===== config.mk =====
export PLATFORM = sky130hd
export DESIGN_NAME = color_key_run_extractor_core
export DESIGN_NICKNAME = d
export VERILOG_FILES = /design/src/rtl/ckre_pkg.sv /design/src/rtl/color_key_run_extractor_core.sv /design/src/rtl/ckre_key_match.sv
export SDC_FILE = /design/constraint.sdc
export NUM_CORES = 1
export LEC_CHECK = 0
export BUFFER_PORTS_ARGS = -buffer_cell sky130_fd_sc_hd__buf_2
export CAP_MARGIN = 20
export CORE_UTILIZATION = 40
export DETAILED_ROUTE_END_ITERATION = 8
export GPL_ROUTABILITY_DRIVEN = 0
export PLACE_DENSITY = 0.65
export SLEW_MARGIN = 40
export SYNTH_ARGS = -nofsm -noshare
export SYNTH_HDL_FRONTEND = slang
export SYNTH_SLANG_ARGS = --single-unit

===== constraint.sdc =====
create_clock -name clk_i -period 18 [get_ports clk_i]
set_input_delay 0 -clock clk_i [delete_from_list [all_inputs] [get_ports clk_i]]
set_output_delay 0 -clock clk_i [all_outputs]
set_load 0.03 [all_outputs]

===== src/rtl/ckre_pkg.sv =====
package ckre_pkg;

  // Geometry
  localparam int unsigned MAX_DIM_DEFAULT = 4096;

  // Register widths
  localparam int unsigned KEY_W   = 24;
  localparam int unsigned DIM_W   = 13;
  localparam int unsigned CFG_W   = KEY_W;
  localparam int unsigned CFG_IDX_W = 2;

  // Result field widths
  localparam int unsigned ROW_W   = 12;
  localparam int unsigned FIRST_W = 12;
  localparam int unsigned STOP_W  = 13;

  // Key window constants
  localparam logic [KEY_W-1:0] KEY_WHITE   = 24'hFF_FFFF;
  localparam logic [KEY_W-1:0] KEY_BLACK   = 24'h00_0000;
  localparam logic [7:0]       WHITE_LO    = 8'hEF;
  localparam logic [7:0]       BLACK_HI    = 8'h10;
  localparam logic [7:0]       WIN_HALF    = 8'h11;
  localparam logic [7:0]       CHAN_MAX    = 8'hFF;

  // Reset values of the registers
  localparam logic [KEY_W-1:0] KEY_COLOR_RST    = KEY_BLACK;
  localparam logic             RUN_POLARITY_RST = 1'b1;
  localparam logic [DIM_W-1:0] FRAME_DIM_RST    = 13'd4096;

  typedef enum logic [CFG_IDX_W-1:0] {
    REG_KEY_COLOR    = 2'd0,
    REG_RUN_POLARITY = 2'd1,
    REG_FRAME_WIDTH  = 2'd2,
    REG_FRAME_HEIGHT = 2'd3
  } cfg_reg_e;

  typedef struct packed {
    logic [7:0] blue;
    logic [7:0] green;
    logic [7:0] red;
  } pixel_t;

  // One channel against its window around the key channel.
  function automatic logic chan_in_window(input logic [7:0] pix,
                                          input logic [7:0] key_ch,
                                          input logic       key_white,
                                          input logic       key_black);
    logic [7:0] lo;
    logic [7:0] hi;
    lo = '0;
    hi = CHAN_MAX;
    if (key_white) begin
      lo = WHITE_LO;
      hi = CHAN_MAX;
    end else if (key_black) begin
      lo = '0;
      hi = BLACK_HI;
    end else begin
      lo = (key_ch >= WIN_HALF) ? key_ch - WIN_HALF : 8'd0;
      hi = (key_ch > CHAN_MAX - WIN_HALF) ? CHAN_MAX : key_ch + WIN_HALF;
    end
    return (pix >= lo) && (pix <= hi);
  endfunction

endpackage


===== src/rtl/color_key_run_extractor_core.sv =====
// Color-key run extractor. Takes RGB pixels in raster order, one item per
// clock when not stalled, and compares each against a window around key_color
// (white key: 0xEF..0xFF per channel, black key: 0..0x10, other keys: +/-0x11
// clamped). When a horizontal run of selected pixels ends (at an unselected
// pixel or at the end of a row) one span item is emitted: row, first column
// and exclusive stop column. run_polarity=1 selects non-key pixels, 0 selects
// key pixels. Throughput is one pixel per cycle while the result side does not
// stall; a pixel moves through the input register, then the result register.
// The limit is the single window compare and run update between those two
// registers; a stalled result register holds the pixel waiting in the input
// register. Frame width and height are clamped to 1..MAX_DIM. Configuration
// is written through cfg_we_i / cfg_idx_i / cfg_data_i while the block is idle.
module color_key_run_extractor_core #(
  parameter int unsigned MAX_DIM = ckre_pkg::MAX_DIM_DEFAULT
) (
  input  logic                           clk_i,
  input  logic                           rst_ni,
  // configuration
  input  logic                           cfg_we_i,
  input  logic [ckre_pkg::CFG_IDX_W-1:0] cfg_idx_i,
  input  logic [ckre_pkg::CFG_W-1:0]     cfg_data_i,
  // pixel items
  input  logic                           in_valid_i,
  output logic                           in_stall_o,
  input  logic [7:0]                     pix_red_i,
  input  logic [7:0]                     pix_green_i,
  input  logic [7:0]                     pix_blue_i,
  // span items
  output logic                           out_valid_o,
  input  logic                           out_stall_i,
  output logic [ckre_pkg::ROW_W-1:0]     span_row_o,
  output logic [ckre_pkg::FIRST_W-1:0]   span_first_o,
  output logic [ckre_pkg::STOP_W-1:0]    span_stop_o
);
  import ckre_pkg::*;

  // Counter width holds 0..MAX_DIM-1; dimension width holds 1..MAX_DIM.
  localparam int unsigned CW = (MAX_DIM > 1) ? $clog2(MAX_DIM) : 1;
  localparam int unsigned DW = $clog2(MAX_DIM + 1);

  // ---------------------------------------------------------------------
  // Configuration registers
  // ---------------------------------------------------------------------
  logic [KEY_W-1:0] key_color_q;
  logic             run_polarity_q;
  logic [DIM_W-1:0] frame_width_q;
  logic [DIM_W-1:0] frame_height_q;

  always_ff @(posedge clk_i or negedge rst_ni) begin
    if (!rst_ni) begin
      key_color_q    <= KEY_COLOR_RST;
      run_polarity_q <= RUN_POLARITY_RST;
      frame_width_q  <= FRAME_DIM_RST;
      frame_height_q <= FRAME_DIM_RST;
    end else if (cfg_we_i) begin
      unique case (cfg_reg_e'(cfg_idx_i))
        REG_KEY_COLOR:    key_color_q    <= cfg_data_i[KEY_W-1:0];
        REG_RUN_POLARITY: run_polarity_q <= cfg_data_i[0];
        REG_FRAME_WIDTH:  frame_width_q  <= cfg_data_i[DIM_W-1:0];
        REG_FRAME_HEIGHT: frame_height_q <= cfg_data_i[DIM_W-1:0];
      endcase
    end
  end

  // Saturate a dimension register to 1..MAX_DIM.
  function automatic logic [DW-1:0] eff_dim(input logic [DIM_W-1:0] v);
    logic [DW-1:0] r;
    if (v == '0) begin
      r = DW'(1);
    end else if (32'(v) > MAX_DIM) begin
      r = DW'(MAX_DIM);
    end else begin
      r = DW'(v);
    end
    return r;
  endfunction

  logic [DW-1:0] eff_width;
  logic [DW-1:0] eff_height;

  assign eff_width  = eff_dim(frame_width_q);
  assign eff_height = eff_dim(frame_height_q);

  // ---------------------------------------------------------------------
  // Input register
  // ---------------------------------------------------------------------
  pixel_t s1_pix_q;
  logic   s1_valid_q, s1_valid_d;
  logic   in_accept;
  logic   advance;

  // Advance the held pixel whenever the result register is free or draining.
  assign advance    = s1_valid_q && (!out_valid_o || !out_stall_i);
  assign in_stall_o = s1_valid_q && !advance;
  assign in_accept  = in_valid_i && !in_stall_o;
  assign s1_valid_d = in_accept || (s1_valid_q && !advance);

  always_ff @(posedge clk_i or negedge rst_ni) begin
    if (!rst_ni) begin
      s1_valid_q <= 1'b0;
    end else begin
      s1_valid_q <= s1_valid_d;
    end
  end

  always_ff @(posedge clk_i) begin
    if (in_accept) begin
      s1_pix_q <= '{blue: pix_blue_i, green: pix_green_i, red: pix_red_i};
    end
  end

  // ---------------------------------------------------------------------
  // Window compare and run tracking
  // ---------------------------------------------------------------------
  logic is_key;

  ckre_key_match u_key_match (
    .pix_i    (s1_pix_q),
    .key_i    (key_color_q),
    .is_key_o (is_key)
  );

  logic [CW-1:0] col_q, col_d;
  logic [CW-1:0] row_q, row_d;
  logic          in_run_q, in_run_d;
  logic [CW-1:0] run_begin_q, run_begin_d;

  logic          sel;
  logic          last_col;
  logic          last_row;
  logic [DW-1:0] col_next;
  logic [DW-1:0] row_next;
  logic          emit;
  logic [CW-1:0] first_col;
  logic [DW-1:0] stop_col;

  assign col_next = DW'(col_q) + DW'(1);
  assign row_next = DW'(row_q) + DW'(1);
  // A column at or past the width (geometry changed mid-frame) ends the row too.
  assign last_col = (col_next >= eff_width);
  assign last_row = (row_next >= eff_height);
  assign sel      = run_polarity_q ? !is_key : is_key;

  always_comb begin
    emit        = 1'b0;
    first_col   = run_begin_q;
    stop_col    = DW'(col_q);
    run_begin_d = run_begin_q;
    if (sel) begin
      // Open a run on the first selected pixel; close it at the row end.
      if (!in_run_q) begin
        first_col   = col_q;
        run_begin_d = col_q;
      end
      emit     = last_col;
      stop_col = col_next;
    end else begin
      emit = in_run_q;
    end
  end

  // A run stays open only on a selected pixel that is not the last of the row.
  assign in_run_d = sel && !last_col;

  always_comb begin
    col_d = col_q;
    row_d = row_q;
    if (last_col) begin
      col_d = '0;
      row_d = last_row ? '0 : row_next[CW-1:0];
    end else begin
      col_d = col_next[CW-1:0];
    end
  end

  always_ff @(posedge clk_i or negedge rst_ni) begin
    if (!rst_ni) begin
      col_q       <= '0;
      row_q       <= '0;
      in_run_q    <= 1'b0;
      run_begin_q <= '0;
    end else if (advance) begin
      col_q       <= col_d;
      row_q       <= row_d;
      in_run_q    <= in_run_d;
      run_begin_q <= run_begin_d;
    end
  end

  // ---------------------------------------------------------------------
  // Result register
  // ---------------------------------------------------------------------
  logic                 out_valid_q, out_valid_d;
  logic [ROW_W-1:0]     span_row_q;
  logic [FIRST_W-1:0]   span_first_q;
  logic [STOP_W-1:0]    span_stop_q;

  // Load on advance; otherwise hold while stalled and drop once taken.
  assign out_valid_d = advance ? emit : (out_valid_q && out_stall_i);

  always_ff @(posedge clk_i or negedge rst_ni) begin
    if (!rst_ni) begin
      out_valid_q <= 1'b0;
    end else begin
      out_valid_q <= out_valid_d;
    end
  end

  // Mask result fields to their port widths.
  always_ff @(posedge clk_i) begin
    if (advance && emit) begin
      span_row_q   <= ROW_W'(row_q);
      span_first_q <= FIRST_W'(first_col);
      span_stop_q  <= STOP_W'(stop_col);
    end
  end

  assign out_valid_o  = out_valid_q;
  assign span_row_o   = span_row_q;
  assign span_first_o = span_first_q;
  assign span_stop_o  = span_stop_q;

endmodule


===== src/rtl/ckre_key_match.sv =====
module ckre_key_match (
  input  ckre_pkg::pixel_t           pix_i,
  input  logic [ckre_pkg::KEY_W-1:0] key_i,
  output logic                       is_key_o
);
  import ckre_pkg::*;

  logic key_white;
  logic key_black;

  assign key_white = (key_i == KEY_WHITE);
  assign key_black = (key_i == KEY_BLACK);

  // A pixel is key only when all three channels sit inside their windows.
  assign is_key_o = chan_in_window(pix_i.red,   key_i[7:0],   key_white, key_black)
                 && chan_in_window(pix_i.green, key_i[15:8],  key_white, key_black)
                 && chan_in_window(pix_i.blue,  key_i[23:16], key_white, key_black);

endmodule


Word level (Yosys, flattened, before mapping)
Index checks and enable logic that the tools add are counted.

operators by class
  add/sub/neg operators = 8
  mux-type cells = 30
  reduce and logical (&&, ||, !) cells = 28
  magnitude comparators = 16
  equality and inequality tests = 4

operators by type and width
  operator                 count
  $mux W8                  18
  $mux W12                 5
  $mux W13                 4
  $add A12 B1 Y13 const B  2
  $ge A13 B13 Y1           2
  $gt A13 B13 Y1 const B   2
  $logic_not A13 Y1        2
  $add A8 B5 Y8 const B    3
  $eq A24 B24 Y1 const B   1
  $ge A8 B5 Y1 const B     3
  $ge A8 B8 Y1             3
  $gt A8 B8 Y1 const B     3
  $le A8 B8 Y1             3
  $logic_not A24 Y1        1
  $sub A8 B5 Y8 const B    3
  $logic_and A1 B1 Y1      11
  $reduce_and A2 Y1        5
  $logic_not A1 Y1         6
  $eq A2 B2 Y1 const B     2
  $mux W1                  3
  $eq A2 B1 Y1 const B     1
  $logic_not A2 Y1         1
  $logic_or A1 B1 Y1       2

word-level totals
  bits of input ports = 55
  flip-flop bits (word level) = 151
  word-level logic and storage cells = 103

Depth between registers and ports, before layout
Gate-level depths: netlist of run 1.

  word-level depth = 12
  depth in mapped cells = 18
  gate-level depth less buffers = 16

By module
Synthesis of run 1 repeated with hierarchy kept, for this count alone.

second synthesis, totals
  cell total of the unflattened synthesis = 851
  area, all modules = 9110.0 µm²

modules (own cells, without submodules)
  module                        sequential area each (µm²)  times used  area an instance (µm²)  cells each
  color_key_run_extractor_core  4087.7                      1           6835.3                  544
  ckre_key_match                0.0                         1           2274.7                  307

Worst setup path after synthesis of run 1
No wires, ideal clock.

  path type = register to register
  start = register key_color_q[8]
  end = register span_first_q[0] (netlist: span_first_o[0]) (enable)
  arrival = 6.141 ns
  path slack = 11.382 ns
  setup time = 0.477 ns
  stages on the path, launching flop included = 16
  path through = dfrtp_1 > ha_1 > nand3_1 > or4_1 > nor3_1 > a21oi_1 > ha_1 > a21oi_1 > o21ai_0 > a21oi_1 > o21ai_0 > and3_1 > a21oi_1 > clkbuf_1 > nor3_1 > nor3_1

between the ends
  longest elaborated chain between the ends = 12
  elaborated cells between the ends (all ways) = 35
  those cells by class = add/sub: 2; order compare: 8; eq/ne: 1; mux: 16; reduce/logical: 8

ends and longest elaborated chain
  what                                          line                                 text
  from (decl)                                   color_key_run_extractor_core.sv:44   logic [KEY_W-1:0] key_color_q;
  from (signal assigned)                        color_key_run_extractor_core.sv:57   REG_KEY_COLOR: key_color_q <= cfg_data_i[KEY_W-1:0];
  $sub A8 B5 Y8, or another cell as far along   ckre_pkg.sv:59                       lo = (key_ch >= WIN_HALF) ? key_ch - WIN_HALF : 8'd0;
  $mux W8 (on tied branches)                    ckre_pkg.sv:59, ckre_pkg.sv:60
  $mux W8                                       ckre_pkg.sv:55                       end else if (key_black) begin
  $mux W8                                       ckre_pkg.sv:52                       if (key_white) begin
  $ge A8 B8 Y1 or $le A8 B8 Y1 (tied branches)  ckre_pkg.sv:62                       return (pix >= lo) && (pix <= hi);
  $logic_and A1 B1 Y1                           ckre_pkg.sv:62
  $logic_and A1 B1 Y1                           ckre_key_match.sv:16                 && chan_in_window(pix_i.green, key_i[15:8], key_white, key_black)
  $logic_and A1 B1 Y1 (*)                       ckre_key_match.sv:17                 && chan_in_window(pix_i.blue, key_i[23:16], key_white, key_black);
  $logic_not A1 Y1                              color_key_run_extractor_core.sv:142  assign sel = run_polarity_q ? !is_key : is_key;
  $mux W1 (*)                                   color_key_run_extractor_core.sv:142
  $mux W1 (*)                                   color_key_run_extractor_core.sv:149  if (sel) begin
  $logic_and A1 B1 Y1 (*)                       color_key_run_extractor_core.sv:211  if (advance && emit) begin
  to (signal assigned)                          color_key_run_extractor_core.sv:213  span_first_q <= FIRST_W'(first_col);
  to (decl)                                     color_key_run_extractor_core.sv:195  logic [FIRST_W-1:0] span_first_q;

Mark *: on every way between the ends. The rest lies on a longest branch, timed or not.
A chain may end at the register's enable or synchronous reset.

Worst setup path in the final report of run 1
  start = register key_color_q[16]
  end = register span_row_q[7] (netlist: span_row_o[7]) (enable)

between the ends
  longest elaborated chain between the ends = 11
  elaborated cells between the ends (all ways) = 35
  those cells by class = add/sub: 2; order compare: 8; eq/ne: 1; mux: 16; reduce/logical: 8

ends and longest elaborated chain
  what                                         line                                            text
  $sub A8 B5 Y8, or another cell as far along  ckre_pkg.sv:59
  $mux W8 (on tied branches)                   ckre_pkg.sv:59, ckre_pkg.sv:55, ckre_pkg.sv:60
  $mux W8 (on tied branches)                   ckre_pkg.sv:55, ckre_pkg.sv:52
  $mux W8, or another cell as far along        ckre_pkg.sv:52
  $ge A8 B8 Y1, or another cell as far along   ckre_pkg.sv:62
  $logic_and A1 B1 Y1 (on tied branches)       ckre_pkg.sv:62, ckre_key_match.sv:16
  $logic_and A1 B1 Y1 (*)                      ckre_key_match.sv:17
  $logic_not A1 Y1                             color_key_run_extractor_core.sv:142
  $mux W1 (*)                                  color_key_run_extractor_core.sv:142
  $mux W1 (*)                                  color_key_run_extractor_core.sv:149
  $logic_and A1 B1 Y1 (*)                      color_key_run_extractor_core.sv:211
  to (signal assigned)                         color_key_run_extractor_core.sv:212             span_row_q <= ROW_W'(row_q);
  to (decl)                                    color_key_run_extractor_core.sv:194             logic [ROW_W-1:0] span_row_q;

Marked as above.

==> run metrics, run 1 <==
outcome finished with violations; failing checks design-rule violations; Die Ht 152.5 um; vias in the first global route 6499; Max stage delay on crit path 0.58 ns; most common library cells after synthesis 95 x nand2_1, 91 x ha_1, 87 x dfrtp_1; Starting Density 41.14%; Residual DRC 8; Setup Skew 0.007453 ns; post-CTS sizing 0; Hold WC Path Type in -> async; CTS buffer count 17; Syn Std Cell Area 9062 sq um; Routed WL 20300 um; Syn Inst Count 847; ys flop type dfrtp_1; sequential area share after synthesis 45.11%; synth top area cells dfrtp_1 24%, edfxtp_1 20%, ha_1 13%, mux2_2 6.2%, nand2_1 3.9%; Setup TNS 0 ns; CTS tree yes; Clock power frac 26.0%; Die Width 152.5 um; period utilization 27.48%; Leakage 4.876 nW; Final Util 49.53%; Compound-Gate Fraction of Synth Area 11.74%; routed vias 6731; Ant. Diodes 0; Critical Path Start Type flip-flop; Syn Nets 993; clock buffer depth 2; Worst Path Buf+Inv 2; CP required 18.08 ns; DP HPWL 14780 um; Post-Synth Adder-Cell Area 12.56%; Hold Vio Cnt, Final 0; Post-CTS Setup Bufs 0; initial antenna violation count 0; ratio of cells with drive above 1 in the final layout 21.86%; # rows 54; Hold-fix buffers, CTS 54; Max Freq 0.2022 GHz; initial DRC count 398; synth unique cells 54; FF/Latch Area 4088 sq um; CP max stage cell and3_1; DR pass1 iterations 9; critical path depth 15; worst path arrival time 5.02 ns; synth warn 0; CP endpoint kind flip-flop; combinational family with the most area after synthesis adder cells; FF+latch count, synth 151; largest net degree at the start of global routing 67; Final setup viols 0; Pint 0.0008805 W; Via density 5.308; DIE AREA 23260 sq um; total grt overflow 0; Worst-Skew Late Latency 0.43 ns; Final ANT Viol Nets 0; Flop pwr share 38.1%; switching part of the total 37.30%; max-cap viol count 0; total power 0.001404 W; multiplexer share of the synthesized area 9.526%; Synth Area in Simple Gates 12.41%; Switch Pwr 0.0005238 W; Slew headroom 49.16%; Critical Path Fanout Max 37; minimum clock period 4.947 ns; first-pass GRT wire length 33710 um; Cell Count, Final, Fillers Out 1268; I/O pin count 94; placed cells 1182; critical-path cell list inv_1 -> ha_1 -> nor4bb_1 -> nand3_1 -> nor3_1 -> o22ai_1 -> ha_1 -> nand2_1 -> or4_4 -> a221oi_2 -> o2111a_1 -> and3_1 -> nor3_1 -> nor3_2 -> buf_4; peak supply drop 55.99 uV; hold slack 0.02265 ns; Post-synth ARST share 59.60%; critical path class reg -> reg; Synth top area share 24.02%; Post-Synth XOR/XNOR Area 5.702%; Multi-input gate area 4737 sq um; Avg Inst Size Synth 10.70 sq um; CP delay by family, top simple AND/OR/NAND/NOR gates; wire per inst 16.01 um; Core Area 22030 sq um; slew of the pin with the lowest slew margin 0.7626 ns; Final Slew Violations 0; area delta synth->final 20.38%; count leader, synth nand2_1; cell taking the most area after synthesis dfrtp_1; CTS clk-pin slew, worst paths 0.07 ns; Cell Pwr Density 128.7 nW/um^2; combinational fraction of design power 35.9%; PortBufs 93; fillers 1995; Post-synth EDFFs 61; clock root buffer clkbuf_16; RSZ-0062 raised after global routing false; H-tree levels 4; R2R depth 15; fin nets 1121; Sink Count 151; gr usage total 18.08%
==> kinds of logic after synthesis <==
kind of cell,count (synthesis)
mux,70
simple gates,241
xor+xnor,59
flops,151
compound gates,169
fa+ha+maj,91
buf+inv,66
==> path summary, 6_finish.rpt <==
path	startpoint	end	slack, ns
max	key_color_q[16]	span_row_o[7]	13.05
min	rst_ni	run_begin_q[6]	0.02
max reg2reg	key_color_q[16]	span_row_o[7]	13.05
min reg2reg	run_begin_q[11]	run_begin_q[11]	0.51
max in group asynchronous	rst_ni	key_color_q[18]	17.04
min in group clk_i	cfg_idx_i[0]	key_color_q[1]	0.19
==> power groups by stage <==
stage / clock (W) / sequential (W) / combinational, W
2_1_floorplan: 0 / 0.000541 / 0.000364
3_3_place_gp: 0 / 0.000539 / 0.000480
3_5_place_dp: 0 / 0.000541 / 0.000494
4_1_cts: 0.000371 / 0.000535 / 0.000507
5_1_grt: 0.000387 / 0.000548 / 0.000569
6_report: 0.000365 / 0.000536 / 0.000504
==> layout by cell type, fill, tap and decap left out, types with 20 or more instances in the layout <==
cell and instances:
xnor2_1 33, mux2_2 50, dfrtp_1 87, xor2_1 26, nand2_1 95, nor2_1 44, ha_1 91, inv_1 23
o21ai_0 66, nand3_1 27, mux2_4 20, buf_2 92, dlygate4sd3_1 54, edfxtp_1 61, a21oi_1 37
==> cell type report <==
cell class / instances / area share [%]
multi-input combinational: 630 / 43.42
sequential: 151 / 37.47
timing repair buffer: 152 / 9.623
clock buffer: 18 / 3.934
tap: 280 / 3.211
clock inverter: 14 / 1.548
inverter: 23 / 0.7914
==> through the flow <==
stage	setup WS, ns	instance area (sq um)
after CTS	13.12	10900
after global placement	12.86	9747
after global routing	12.67	10910
after detailed placement	13.16	9763
after floorplan	11.38	9062
final	13.05	10910
==> state kept, by name, summed over array words and instances, names as in the netlist <==
name,count
key_color_q,24
s1_pix_q,24
frame_height_q,13
frame_width_q,13
span_stop_o,13
col_q,12
row_q,12
run_begin_q,12
span_first_o,12
span_row_o,12
in_run_q,1
out_valid_o,1
run_polarity_q,1
s1_valid_q,1
==> per-layer routing <==
metal	wire length, um	part of all wire (%)	global-route usage (%)	vias to the layer above
met1	10080	50	26.20	3224
li1	-	-	-	3330
met3	762	3.8	2.873	17
met4	218	1.1	4.666	0
met5	0	0	0	-
met2	9231	45	28.13	160
No activity file was read; power rests on OpenSTA's default activity.
==> inputs of run 2 (changes only) <==
==> constraint.sdc (replaced) <==
create_clock -name clk_i -period 5 [get_ports clk_i]
set_input_delay 0 -clock clk_i [delete_from_list [all_inputs] [get_ports clk_i]]
set_output_delay 0 -clock clk_i [all_outputs]
set_load 0.03 [all_outputs]
==> run 2 against run 1 <==
The run now ends clean. Worst hold slack got worse by 0.020 ns. Sequential power grew to 3.6 times the previous value. Global-route usage hardly changed. Clock skew grew 0.0014 ns. Fmax rose by 10%. Flip-flop and latch count did not move. Sequential share of layout area is the same. Clock power grew to 3.3 times the previous value. Wire length is 0.60% higher. Register-to-register slack lost 13 ns. Critical path type unchanged. Largest cell class unchanged.
==> run metrics, run 2 (same netlist as run 1, synthesis figures left out) <==
Die Width 152.5 um (unchanged); R2R depth 17 (was 15); Worst-Skew Late Latency 0.43 ns (about the same); Critical Path Start Type flip-flop (unchanged); DIE AREA 23260 sq um (unchanged); DP HPWL 14930 um (was 14780 um); period utilization 89.87% (was 27.48%); CP delay by family, top simple AND/OR/NAND/NOR gates (unchanged); initial DRC count 563 (was 398); Hold Vio Cnt, Final 0 (unchanged); minimum clock period 4.493 ns (was 4.947 ns); Clock power frac 24.2% (was 26.0%); slew of the pin with the lowest slew margin 0.7214 ns (was 0.7626 ns); highest-count cells in the layout ignoring fill and taps 95 x nand2_1, 92 x buf_2, 91 x ha_1, 87 x dfrtp_1, 66 x o21ai_0 (unchanged); Pint 0.003087 W (was 0.0008805 W); top flop regs key_color_q: 24 flops, s1_pix_q: 24 flops (unchanged); Core Area 22030 sq um (unchanged); Max stage delay on crit path 0.51 ns (was 0.58 ns); Max Freq 0.2226 GHz (was 0.2022 GHz); DR pass1 iterations 7 (was 9); ratio of cells with drive above 1 in the final layout 22.03% (was 21.86%); worst path arrival time 4.62 ns (was 5.02 ns); largest net degree at the start of global routing 69 (was 67); Flop pwr share 38.7% (was 38.1%); Residual DRC 0 (was 8); reg2reg start key_color_q[16] (unchanged); Via density 5.239 (was 5.308); # rows 54 (unchanged); Die Ht 152.5 um (unchanged); most common cell after layout, fill and taps aside nand2_1 (unchanged); Final setup viols 0 (unchanged); Slew headroom 51.77% (was 49.16%); Setup TNS 0 ns (unchanged); critical path class reg -> reg (unchanged); PortBufs 93 (unchanged); area delta synth->final 20.38% (unchanged); Final Slew Violations 0 (unchanged); peak supply drop 245.4 uV (was 55.99 uV); Cell Pwr Density 456.0 nW/um^2 (was 128.7 nW/um^2); RSZ-0062 raised after global routing false (unchanged); gr usage total 18.11% (was 18.08%); Switch Pwr 0.001888 W (was 0.0005238 W); Leakage 4.888 nW (was 4.876 nW); routed vias 6674 (was 6731); Worst R2R Setup Slack 0.51 ns (was 13.05 ns); clock root buffer clkbuf_16 (unchanged); Hold WC Path Type in -> async (unchanged); Worst Path Buf+Inv 3 (was 2); combinational fraction of design power 37.1% (was 35.9%); vias in the first global route 6355 (was 6499); switching part of the total 37.95% (was 37.30%); Setup Skew 0.008878 ns (was 0.007453 ns); setup slack after layout 0.5067 ns (was 13.05 ns); total grt overflow 0 (unchanged); I/O pin count 94 (unchanged); CP endpoint kind flip-flop (unchanged); wire per inst 16.03 um (was 16.01 um); Sink Count 151 (unchanged); fin nets 1127 (was 1121); CTS clk-pin slew, worst paths 0.07 ns (about the same); Ant. Diodes 0 (unchanged); Routed WL 20420 um (was 20300 um); critical-path cell list inv_1 -> ha_1 -> nor4bb_1 -> nand3_1 -> or3_1 -> a31o_2 -> ha_1 -> nor2b_1 -> o21ai_0 -> a21oi_1 -> o21ai_0 -> and3_1 -> a21oi_1 -> buf_4 -> nor3_1 -> nor3_4 -> buf_12 (was inv_1 -> ha_1 -> nor4bb_1 -> nand3_1 -> nor3_1 -> o22ai_1 -> ha_1 -> nand2_1 -> or4_4 -> a221oi_2 -> o2111a_1 -> and3_1 -> nor3_1 -> nor3_2 -> buf_4); clock buffer depth 2 (unchanged); R2R Path End span_row_o[10] (was span_row_o[7]); CTS tree yes (unchanged); max-cap viol count 0 (unchanged); H-tree levels 4 (unchanged); post-CTS sizing 0 (unchanged); outcome finished, final reports clean (was finished with violations); CP required 5.12 ns (was 18.08 ns); Starting Density 41.14% (unchanged); initial antenna violation count 0 (unchanged); Critical Path Fanout Max 37 (unchanged); first-pass GRT wire length 33550 um (was 33710 um); Final ANT Viol Nets 0 (unchanged); CTS buffer count 17 (unchanged); CP max stage cell or3_1 (was and3_1); hold slack 0.002681 ns (was 0.02265 ns); Setup Slack @ Placement 0.4541 ns (was 13.16 ns)
run 2: worst max path at each step:
stage,startpoint,cells after the start,end,slack [ns]
2_1_floorplan,key_color_q[8],15,span_first_o[0],0.05
3_3_place_gp,key_color_q[16],15,span_first_o[0],0.58
3_5_place_dp,key_color_q[16],15,span_first_o[0],0.45
4_1_cts,key_color_q[16],15,span_first_o[0],0.44
5_1_grt,key_color_q[16],17,span_row_o[3],0.14
6_report,key_color_q[16],17,span_row_o[10],0.51
run 2: layout make-up:
| cell class | instances | area [sq um] |
|---|---|---|
| sequential | 151 | 4088 |
| fill | 2071 | 11120 |
| clock inverter | 15 | 121.4 |
| tap | 280 | 350.3 |
| inverter | 23 | 86.33 |
| clock buffer | 17 | 425.4 |
| timing repair buffer | 158 | 1107 |
| multi-input combinational | 630 | 4731 |
run 2: what timing repair did:
action,in CTS,in global routing
hold endpoints to repair,115,0
hold buffers,54,0
buffers inserted,0,0
run 2: layer usage:
layer | vias up | track usage [%] | part of all wire [%]
li1 | 3324 | - | -
met1 | 3181 | 26.84 | 50
met2 | 152 | 27.52 | 45
met3 | 17 | 2.816 | 3.7
met4 | 0 | 4.666 | 1.0
met5 | - | 0 | 0
run 2: power by group through the flow:
stage,clock network [W],logic (W),registers [W]
floorplan,0,0.00132,0.00194
finish,0.00121,0.00184,0.00193
CTS,0.00123,0.00185,0.00192
global placement,0,0.00177,0.00194
detailed placement,0,0.00181,0.00195
global route,0.00128,0.00207,0.00197
run 2: per-stage QoR:
| step | area (sq um) | std cells | utilization (%) | total power [W] |
|---|---|---|---|---|
| CTS | 10900 | 1274 | 49.49 | 0.005004 |
| detailed placement | 9814 | 1188 | 44.56 | 0.003752 |
| floorplan | 9074 | 847 | - | 0.003262 |
| global route | 10910 | 1274 | 49.53 | 0.005323 |
| global placement | 9811 | 1188 | 44.54 | 0.003708 |
| finish | 10910 | 1274 | 49.53 | 0.004975 |
==> inputs of run 3 (changes only) <==
--- a/config.mk
+++ b/config.mk
@@ -10,6 +10,7 @@
 export CORE_UTILIZATION = 40
 export DETAILED_ROUTE_END_ITERATION = 8
 export GPL_ROUTABILITY_DRIVEN = 0
+export HOLD_SLACK_MARGIN = 0.02
 export PLACE_DENSITY = 0.65
 export SLEW_MARGIN = 40
 export SYNTH_ARGS = -nofsm -noshare
==> run 3 against run 2 <==
Wire length grew 0.13%. Setup slack gained 0.0057 ns. Flip-flop and latch count is the same. Cell area increased by 0.27%. Sequential share of layout area decreased by 0.10 points. Via count fell by 0.10%. Final cell count grew 0.24%. Critical path type unchanged. Critical endpoint unchanged.
==> run metrics, run 3 (same netlist as run 1, synthesis figures left out) <==
outcome finished, final reports clean (unchanged); DIE AREA 23260 sq um (unchanged); reg2reg start key_color_q[16] (unchanged); Final Slew Violations 0 (unchanged); Slew headroom 51.95% (was 51.77%); Final ANT Viol Nets 0 (unchanged); peak supply drop 244.4 uV (was 245.4 uV); Critical Path Fanout Max 37 (unchanged); largest net degree at the start of global routing 69 (unchanged); initial DRC count 449 (was 563); Ant. Diodes 0 (unchanged); vias in the first global route 6372 (was 6355); Switch Pwr 0.001884 W (was 0.001888 W); CP required 5.12 ns (about the same); total grt overflow 0 (unchanged); top flop regs key_color_q: 24 flops, s1_pix_q: 24 flops (unchanged); Hold Vio Cnt, Final 0 (unchanged); critical-path cell list inv_1 -> ha_1 -> nor4bb_1 -> nand3_1 -> or3_1 -> a31o_2 -> ha_1 -> nor2b_1 -> o21ai_0 -> a21oi_1 -> o21ai_0 -> and3_1 -> a21oi_1 -> buf_4 -> nor3_1 -> nor3_4 -> buf_12 (unchanged); PortBufs 93 (unchanged); period utilization 89.75% (was 89.87%); worst path arrival time 4.61 ns (was 4.62 ns); Worst-Skew Late Latency 0.43 ns (about the same); fin nets 1130 (was 1127); Setup Slack @ Placement 0.4541 ns (unchanged); Final setup viols 0 (unchanged); ratio of cells with drive above 1 in the final layout 21.97% (was 22.03%); Residual DRC 0 (unchanged); minimum clock period 4.488 ns (was 4.493 ns); critical path class reg -> reg (unchanged); Setup TNS 0 ns (unchanged); area delta synth->final 20.71% (was 20.38%); initial antenna violation count 0 (unchanged); Core Area 22030 sq um (unchanged); Max Freq 0.2228 GHz (was 0.2226 GHz); H-tree levels 4 (unchanged); CTS tree yes (unchanged); met1 usage 26.82% (was 26.84%); Critical path origin key_color_q[16] (unchanged); switching part of the total 37.88% (was 37.95%); # rows 54 (unchanged); DR pass1 iterations 7 (unchanged); max-cap viol count 0 (unchanged); clock root buffer clkbuf_16 (unchanged); clock buffer depth 2 (unchanged); CP max stage cell or3_1 (unchanged); setup slack after layout 0.5124 ns (was 0.5067 ns); CTS buffer count 17 (unchanged); CP delay by family, top simple AND/OR/NAND/NOR gates (unchanged); first-pass GRT wire length 33640 um (was 33550 um); Die Width 152.5 um (unchanged); Hold WC Path Type in -> reg (was in -> async); Clock power frac 24.2% (about the same); routed vias 6667 (was 6674); fillers 2068 (was 2071); I/O pin count 94 (unchanged); Critical Path Start Type flip-flop (unchanged); CP endpoint kind flip-flop (unchanged); Starting Density 41.14% (unchanged); gr usage total 18.17% (was 18.11%); CTS clk-pin slew, worst paths 0.07 ns (about the same); M2 GR Usage 27.76% (was 27.52%); RSZ-0062 raised after global routing false (unchanged); slew of the pin with the lowest slew margin 0.7187 ns (was 0.7214 ns); DP HPWL 14930 um (unchanged); Worst Path Buf+Inv 3 (unchanged); GR peak layer met2 (unchanged); GR Util met3 2.816% (unchanged); Cell Pwr Density 454.5 nW/um^2 (was 456.0 nW/um^2); Leakage 4.898 nW (was 4.888 nW); Max stage delay on crit path 0.50 ns (was 0.51 ns); Die Ht 152.5 um (unchanged); Setup Skew 0.008270 ns (was 0.008878 ns); most common cell after layout, fill and taps aside nand2_1 (unchanged); Sink Count 151 (unchanged); Routed WL 20440 um (was 20420 um); Pint 0.003088 W (was 0.003087 W); wire per inst 16.01 um (was 16.03 um); highest-count cells in the layout ignoring fill and taps 95 x nand2_1, 92 x buf_2, 91 x ha_1, 87 x dfrtp_1, 66 x o21ai_0 (unchanged); Final Util 49.66% (was 49.53%); combinational fraction of design power 37.1% (about the same); Flop pwr share 38.7% (about the same); Via density 5.221 (was 5.239); hold path start pix_red_i[3]
run 3: cell count changes in the layout (fill, tap and decap cells not counted), sizes merged:
| cell | change |
|---|---|
| dlygate4sd3 | +3 |
run 3: metal layers:
metal | up-vias | part of all wire (%)
met2 | 148 | 45
li1 | 3332 | -
met3 | 15 | 3.6
met1 | 3172 | 51
met5 | - | 0
met4 | 0 | 1.0
run 3: layout make-up:
cell class,instances,area [sq um],area share [%]
multi-input combinational,630,4731,43.25
inverter,23,86.33,0.7892
timing repair buffer,161,1137,10.40
tap,280,350.3,3.203
clock inverter,15,121.4,1.109
clock buffer,17,425.4,3.889
sequential,151,4088,37.37
run 3: power by group through the flow:
| stage | clock network (W) | registers (W) | logic (W) |
|---|---|---|---|
| 3_3_place_gp | 0 | 0.00194 | 0.00177 |
| 2_1_floorplan | 0 | 0.00194 | 0.00132 |
| 5_1_grt | 0.00128 | 0.00197 | 0.00207 |
| 4_1_cts | 0.00123 | 0.00192 | 0.00185 |
| 6_report | 0.00120 | 0.00192 | 0.00184 |
| 3_5_place_dp | 0 | 0.00195 | 0.00181 |
run 3: worst paths after layout:
path                                   end  slack (ns)  cells after the start
setup / recovery            span_row_o[10]        0.51                     17
hold / removal                 s1_pix_q[3]        0.27                      2
setup reg to reg            span_row_o[10]        0.51                     17
hold reg to reg            run_begin_q[11]        0.51                      1
max in group asynchronous         col_q[5]        3.41                      4
min in group asynchronous   run_begin_q[4]        0.53                      3
run 3: per-stage QoR:
stage	hold slack, ns	power (W)	cell area [sq um]	instances
floorplan	-0.2956	0.003262	9074	847
global placement	-0.08246	0.003708	9811	1188
detailed placement	-0.08238	0.003752	9814	1188
CTS	0.2638	0.005006	10930	1277
global route	0.2817	0.005325	10940	1277
finish	0.2726	0.004972	10940	1277
run 3: timing repair:
item / in CTS / in global routing
setup buffers: 0 / 0
hold buffers: 57 / 0
hold endpoints to repair: 164 / 0
gates resized for setup: 0 / 0
